**src/hdl/diff_drive_odometry_core_assert.svh**
```systemverilog
// ----------------------------------------------------------------------------
// Odometry assertion macros
// Concurrent assertion wrappers shared by the odometry RTL; empty when
// NO_ASSERTIONS is set.
// ----------------------------------------------------------------------------
`ifndef DIFF_DRIVE_ODOMETRY_CORE_ASSERT_SVH
`define DIFF_DRIVE_ODOMETRY_CORE_ASSERT_SVH

`ifndef NO_ASSERTIONS

// property holds at every clock edge outside reset
`define DDO_ASSERT(lbl, clk, rst_n, prop) \
    lbl: assert property (@(posedge clk) disable iff (!rst_n) prop) \
        else $error("odometry assertion failed");

// antecedent in one cycle implies consequent in the next
`define DDO_ASSERT_NEXT(lbl, clk, rst_n, ante, cons) \
    lbl: assert property (@(posedge clk) disable iff (!rst_n) (ante) |=> (cons)) \
        else $error("odometry sequencing assertion failed");

`else

`define DDO_ASSERT(lbl, clk, rst_n, prop)
`define DDO_ASSERT_NEXT(lbl, clk, rst_n, ante, cons)

`endif

`endif

```
**src/hdl/ddo_pkg.sv**
```systemverilog
// ----------------------------------------------------------------------------
// Odometry package
// Shared types, register codes, fixed-point constants and helper functions.
// ----------------------------------------------------------------------------
package ddo_pkg;

    // default fixed-point formats
    localparam int FRAC_BITS_DEF  = 16;
    localparam int ANGLE_BITS_DEF = 16;

    // configuration port
    localparam int ADDR_W = 4;
    localparam logic [1:0] REG_LEFT_CPR  = 2'd0;
    localparam logic [1:0] REG_RIGHT_CPR = 2'd1;
    localparam logic [1:0] REG_RADIUS    = 2'd2;
    localparam logic [1:0] REG_BASE      = 2'd3;

    localparam logic [15:0] LEFT_CPR_RST  = 16'd1656;
    localparam logic [15:0] RIGHT_CPR_RST = 16'd1656;
    localparam logic [19:0] RADIUS_RST    = 20'd70000;
    localparam logic [23:0] BASE_RST      = 24'd440000;

    // arithmetic constants
    localparam logic [63:0] PI_Q60     = 64'h3243F6A8885A308D;
    localparam logic [63:0] TWO_PI_Q60 = 64'h6487ED5110B4611A;
    localparam logic [63:0] ONE60      = 64'h1000000000000000;
    localparam logic [63:0] CAP63      = 64'h7FFFFFFFFFFFFFFF;
    localparam logic [63:0] CAP62      = 64'h4000000000000000;
    localparam logic [63:0] MICRO      = 64'd1000000;
    localparam logic [63:0] POS_DIV    = 64'd256000000;
    localparam logic signed [63:0] S32_MAX = 64'sh000000007FFFFFFF;
    localparam logic signed [63:0] S32_MIN = 64'shFFFFFFFF80000000;

    typedef struct packed {
        logic [15:0] left_cpr;
        logic [15:0] right_cpr;
        logic [19:0] radius;
        logic [23:0] base;
    } cfg_t;

    // magnitude of a 64-bit two's complement value
    function automatic logic [63:0] mag64(logic [63:0] v);
        return v[63] ? (64'd0 - v) : v;
    endfunction

    // cap magnitude at 2^62 and apply sign
    function automatic logic signed [63:0] apply_sign(logic [63:0] m, logic neg);
        logic [63:0] mm;
        mm = (m > CAP62) ? CAP62 : m;
        return neg ? $signed(64'd0 - mm) : $signed(mm);
    endfunction

    function automatic logic [31:0] sat32(logic signed [63:0] v);
        logic [31:0] r;
        if (v > S32_MAX)
            r = 32'h7FFFFFFF;
        else if (v < S32_MIN)
            r = 32'h80000000;
        else
            r = v[31:0];
        return r;
    endfunction

    // saturating position accumulate
    function automatic logic [31:0] pos_add(logic [31:0] acc, logic [63:0] m, logic neg);
        logic signed [63:0] sum;
        sum = $signed({{32{acc[31]}}, acc}) + apply_sign(m, neg);
        return sat32(sum);
    endfunction

    // Taylor term divisors: (2k-1)(2k) for cosine, (2k)(2k+1) for sine
    function automatic logic [63:0] cos_div(logic [2:0] k);
        logic [63:0] r;
        case (k)
            3'd1:    r = 64'd2;
            3'd2:    r = 64'd12;
            3'd3:    r = 64'd30;
            3'd4:    r = 64'd56;
            3'd5:    r = 64'd90;
            3'd6:    r = 64'd132;
            default: r = 64'd1;
        endcase
        return r;
    endfunction

    function automatic logic [63:0] sin_div(logic [2:0] k);
        logic [63:0] r;
        case (k)
            3'd1:    r = 64'd6;
            3'd2:    r = 64'd20;
            3'd3:    r = 64'd42;
            3'd4:    r = 64'd72;
            3'd5:    r = 64'd110;
            3'd6:    r = 64'd156;
            default: r = 64'd1;
        endcase
        return r;
    endfunction

endpackage

```
**src/hdl/ddo_cfg.sv**
```systemverilog
// ----------------------------------------------------------------------------
// Odometry configuration registers
// APB-style register file for wheel geometry; writes in the access phase.
// ----------------------------------------------------------------------------
module ddo_cfg (
    input  logic                      clk,
    input  logic                      rst_n,
    input  logic                      psel,
    input  logic                      penable,
    input  logic                      pwrite,
    input  logic [ddo_pkg::ADDR_W-1:0] paddr,
    input  logic [31:0]               pwdata,
    output logic [31:0]               prdata,
    output logic                      pready,
    output ddo_pkg::cfg_t             cfg
);

    ddo_pkg::cfg_t cfg_reg;
    logic [1:0]    idx;

    assign idx = paddr[3:2];

    // register writes
    always_ff @(posedge clk or negedge rst_n)
    begin
        if (!rst_n)
        begin
            cfg_reg.left_cpr  <= ddo_pkg::LEFT_CPR_RST;
            cfg_reg.right_cpr <= ddo_pkg::RIGHT_CPR_RST;
            cfg_reg.radius    <= ddo_pkg::RADIUS_RST;
            cfg_reg.base      <= ddo_pkg::BASE_RST;
        end
        else if (psel && penable && pwrite)
        begin
            case (idx)
                ddo_pkg::REG_LEFT_CPR:  cfg_reg.left_cpr  <= pwdata[15:0];
                ddo_pkg::REG_RIGHT_CPR: cfg_reg.right_cpr <= pwdata[15:0];
                ddo_pkg::REG_RADIUS:    cfg_reg.radius    <= pwdata[19:0];
                ddo_pkg::REG_BASE:      cfg_reg.base      <= pwdata[23:0];
                default:                cfg_reg           <= cfg_reg;
            endcase
        end
    end

    // read back
    always_comb
    begin
        case (idx)
            ddo_pkg::REG_LEFT_CPR:  prdata = {16'd0, cfg_reg.left_cpr};
            ddo_pkg::REG_RIGHT_CPR: prdata = {16'd0, cfg_reg.right_cpr};
            ddo_pkg::REG_RADIUS:    prdata = {12'd0, cfg_reg.radius};
            ddo_pkg::REG_BASE:      prdata = {8'd0, cfg_reg.base};
            default:                prdata = 32'd0;
        endcase
    end

    assign pready = 1'b1;
    assign cfg    = cfg_reg;

endmodule

```
**config.mk**
```make
export PLATFORM = sky130hd
export DESIGN_NAME = ddo_cfg
export DESIGN_NICKNAME = d
export VERILOG_FILES = /design/src/hdl/diff_drive_odometry_core_assert.svh /design/src/hdl/ddo_pkg.sv /design/src/hdl/ddo_cfg.sv
export SDC_FILE = /design/constraint.sdc
export NUM_CORES = 1
export LEC_CHECK = 0
export ABC_AREA = 0
export BUFFER_PORTS_ARGS = -buffer_cell sky130_fd_sc_hd__buf_2
export CAP_MARGIN = 20
export CORE_ASPECT_RATIO = 1.25
export CORE_UTILIZATION = 49
export CTS_BUF_LIST = sky130_fd_sc_hd__clkbuf_4
export DETAILED_ROUTE_END_ITERATION = 12
export PLACE_DENSITY = 0.91
export SYNTH_ARGS = -nofsm -noshare
export SYNTH_HDL_FRONTEND = slang
export SYNTH_SLANG_ARGS = --single-unit
```
**constraint.sdc**
```tcl
create_clock -name clk -period 2.75 [get_ports clk]
set_clock_uncertainty 0.2 [all_clocks]
set_input_delay 0.6875 -clock clk [delete_from_list [all_inputs] [get_ports clk]]
set_output_delay 0.6875 -clock clk [all_outputs]
set_load 0.05 [all_outputs]
```
# Word-level counts from Yosys, hierarchy flattened

Index checks and enable logic that the tools add are counted.
Widths: inputs -> output; s select.

Flip-flop bits (word level): 76
Bits of input ports: 41
Output and inout bits: 109
Word-level logic and storage cells: 15

Eq/ne operators: 3
Mux-type cells: 1
Reductions and logical operators: 7

Operators by type and width:

| cell               | count |
|---|---|
| $pmux 32 s4        | 1 |
| $reduce_and 2->1   | 4 |
| $eq 2x2->1 const B | 2 |
| $eq 2x1->1 const B | 1 |
| $logic_and 1x1->1  | 2 |
| $logic_not 2->1    | 1 |

# Logic depth before layout (Yosys ltp)

Depth in word-level cells: 3
Depth in mapped cells: 5
Gate-level depth less buffers: 3

# Least setup slack after synthesis

No wires, ideal clock.

Kind: input port to output port
Start point: input port paddr[2] in the netlist's numbering
End point: output port prdata[16]
Arrival: 1878 ps
Data required time: 1862 ps
Path slack: -15 ps
Stages on the path: 4
Buffers on the path: 2
Path through: buf_4 buf_2 mux2i_1 nor2b_1

Longest elaborated chain between the ends: 2
Elaborated cells on any way between the ends: 5
Classes of those cells: eq/ne: 3; mux: 1; reduce/logical: 1

Ends and longest elaborated chain:

| element                                  | line          | RTL |
|---|---|---|
| start: declaration                       | ddo_cfg.sv:11 | `input logic [ddo_pkg::ADDR_W-1:0] paddr,` |
| $eq 2x2->1, or another cell as far along | ddo_cfg.sv:48 | `case (idx)` |
| $pmux 32 s4 (*)                          | ddo_cfg.sv:48 |  |
| end: declaration                         | ddo_cfg.sv:13 | `output logic [31:0] prdata,` |

Mark *: on every way between the ends. The rest lies on a longest branch, timed or not. The select of a mux whose other input is x is not followed.

# Worst setup path after layout

Start point: input port paddr[2] in the netlist's numbering
End point: output port prdata[9]

Same word-level chain as after synthesis.

==> flow_summary.toml <==
[logic_synthesis]
synth.cell_area_um2 = 3500
yosysWarnings = 0
syn_area_per_cell_um2 = 16.7
synth-seq-area-share = 0.553
synthTopCellsByArea = "dfrtp_1 (35%), mux2_2 (21%), dfstp_2 (20%)"
synth_seq_cells = 76
syn_inst = 210
synth_top_cell_by_area = "dfrtp_1"
synth_cell_type_count = 21
netlist.area_leader.share = 0.350

[clocking]
cts_buffers = 9
cts_tree = "yes"
post-cts-setup-buffers = 0
clkTransAtPathRegs_ps = 120
clk_latency_ps = 400
root_buffer = "clkbuf_4"
cts_max_level = 3
cts.path.max_buffers = 2
clkSinkCount = 76

[timing]
max_freq_mhz = 372
setup_viol = 0
report.final.slew_viol_count = 0
hold_viol = 0
worst_slack_ps = 59.0
grt_setup_unrepaired = "no"
period_needed_ps = 2690
fin_setup_tns_ps = 0
finalCritPeriodShare = 0.979

[die]
die_w_um = 77.6
die_y_um = 96.5
dieArea_um2 = 7490
initial_utilization = 0.505
core_area_um2 = 6930
io_pins = 150
num_rows = 34

[critical_path]
cp_slowest_cell = "mux4_2"
crit_arrival_ps = 1800
critPathCaptureType = "output port"
cp_top_family = "buffers and inverters"
criticalPathCategory = "in2out"
crit_path_max_fanout = 12
max_stage_delay_ps = 520
crit_chain = "clkbuf_4, buf_12, mux4_2, buf_2"
cp_num_buf_inv = 3
start_kind = "primary input"
crit_required_ps = 1860

[global_route]
grt_pass1_vias = 2325
track_usage = 0.221
grt_max_degree = 42
antenna_found_initial = 0
overflow = 0
grt_pass1_wl_mm = 12.2

[placement]
io_buffers = 130
hpwl_mm = 5.73
gp_congestion = 0.790
preCtsSetupSlack_ps = 19.1

[drt]
avgRoutedWirePerCell_um = 17.9
drc = 0
first_pass_iters = 4
wl_mm = 7.94
vias_per_cell = 5.31
drtAntennaViolNets = 0
vias = 2358
drt_iter0_markers = 80

[finish]
final_layout_size_suffix_gt1_frac = 0.794
final_nets = 390
synthToLayoutAreaGrowth_pct = 26.8
antenna_cells = 0
largest_reg_flops = 76

[job]
drv_cap = 0

[worst_hold_path]
hold_class = "in2reg"

[status]
status = "finished clean"

[power]
p_total_w = 0.00445
vdd_drop_max_uv = 523
pwr_density_cell_nw_per_um2 = 1000
p_leak_nw = 2.19
-- synthesized netlist by cell type, drive strengths merged --
cell     n
and3     4
buf     20
clkbuf   2
conb     2
dfrtp   49
dfstp   27
mux2    76
mux2i    4
mux4    16
nand2    1
nand3    1
nor2     1
nor2b    4
nor3     1
nor3b    1
or3b     1
-- cells in the final DEF (no fill, tap or decap), types with 2 or more instances in the layout --
cell type  synthesis  routed
mux2_2            66      66
conb_1             2       9
nor2b_2            0       4
buf_4             13       9
and3_1             4       4
buf_2              5     127
mux2i_1            4       4
dfstp_2           27      27
mux4_1             3       3
dfrtp_1           49      49
mux2_4            10      10
buf_12             1       4
clkbuf_4           0      13
mux4_2            13      13
clkinv_2           0       2
-- stage by stage --
step | hold WS [ps] | std cells | area (um^2) | utilization
final | 313 | 444 | 4440 | 0.641
after CTS | 271 | 444 | 4440 | 0.640
after global routing | 267 | 444 | 4440 | 0.641
after floorplan | 192 | 217 | 3540 | -
after global placement | 304 | 427 | 4290 | 0.619
after detailed placement | 317 | 427 | 4290 | 0.619
-- cell families (layout without fill, tap and decap cells) --
group,after synthesis,after routing,synth area share
other,2,9,0.00214
and+or+nand+nor,14,14,0.0268
muxes,96,96,0.372
buffers and inverters,22,159,0.0461
DFF,76,76,0.553
-- what timing repair did --
action,in CTS,in global routing
endpoints found under the setup margin,0,10
endpoints found under the hold margin,2,0
hold buffers,1,0
resized for setup,0,2
-- area by class of cell --
class,count,area (um^2)
clock buffers,11,82.6
clock inverters,5,52.6
fillers,549,2490
multi-input cells,119,1450
flip-flops and latches,76,1940
well taps,90,113
repair buffers,143,808
-- metal layers --
layer	vias to the layer above	track usage	routed length (um)
li1	1041	-	-
met1	1215	0.276	3200
met2	86	0.373	4270
met3	16	0.0451	314
met4	0	0.104	159
met5	-	0	0
-- report_power, final --
| part | switching, W | total, W | leakage (nW) | internal [W] |
|---|---|---|---|---|
| Combinational | 0.00156 | 0.00213 | 1.23 | 0.000579 |
| Clock | 0.000368 | 0.000663 | 0.0782 | 0.000294 |
| Sequential | 0.000205 | 0.00165 | 0.884 | 0.00145 |
-- final timing paths --
check,slack (ps),endpoint,startpoint,depth (start not counted)
min in group asynchronous,550,cfg[27],rst_n,2
max reg2reg,1750,cfg[3],cfg[3],1
max,60,prdata[9],paddr[2],4
max in group asynchronous,1120,cfg[12],rst_n,3
min reg2reg,330,cfg[23],cfg[23],1
min,310,cfg[20],pwdata[20],2
(Power assumes the default switching activity.)
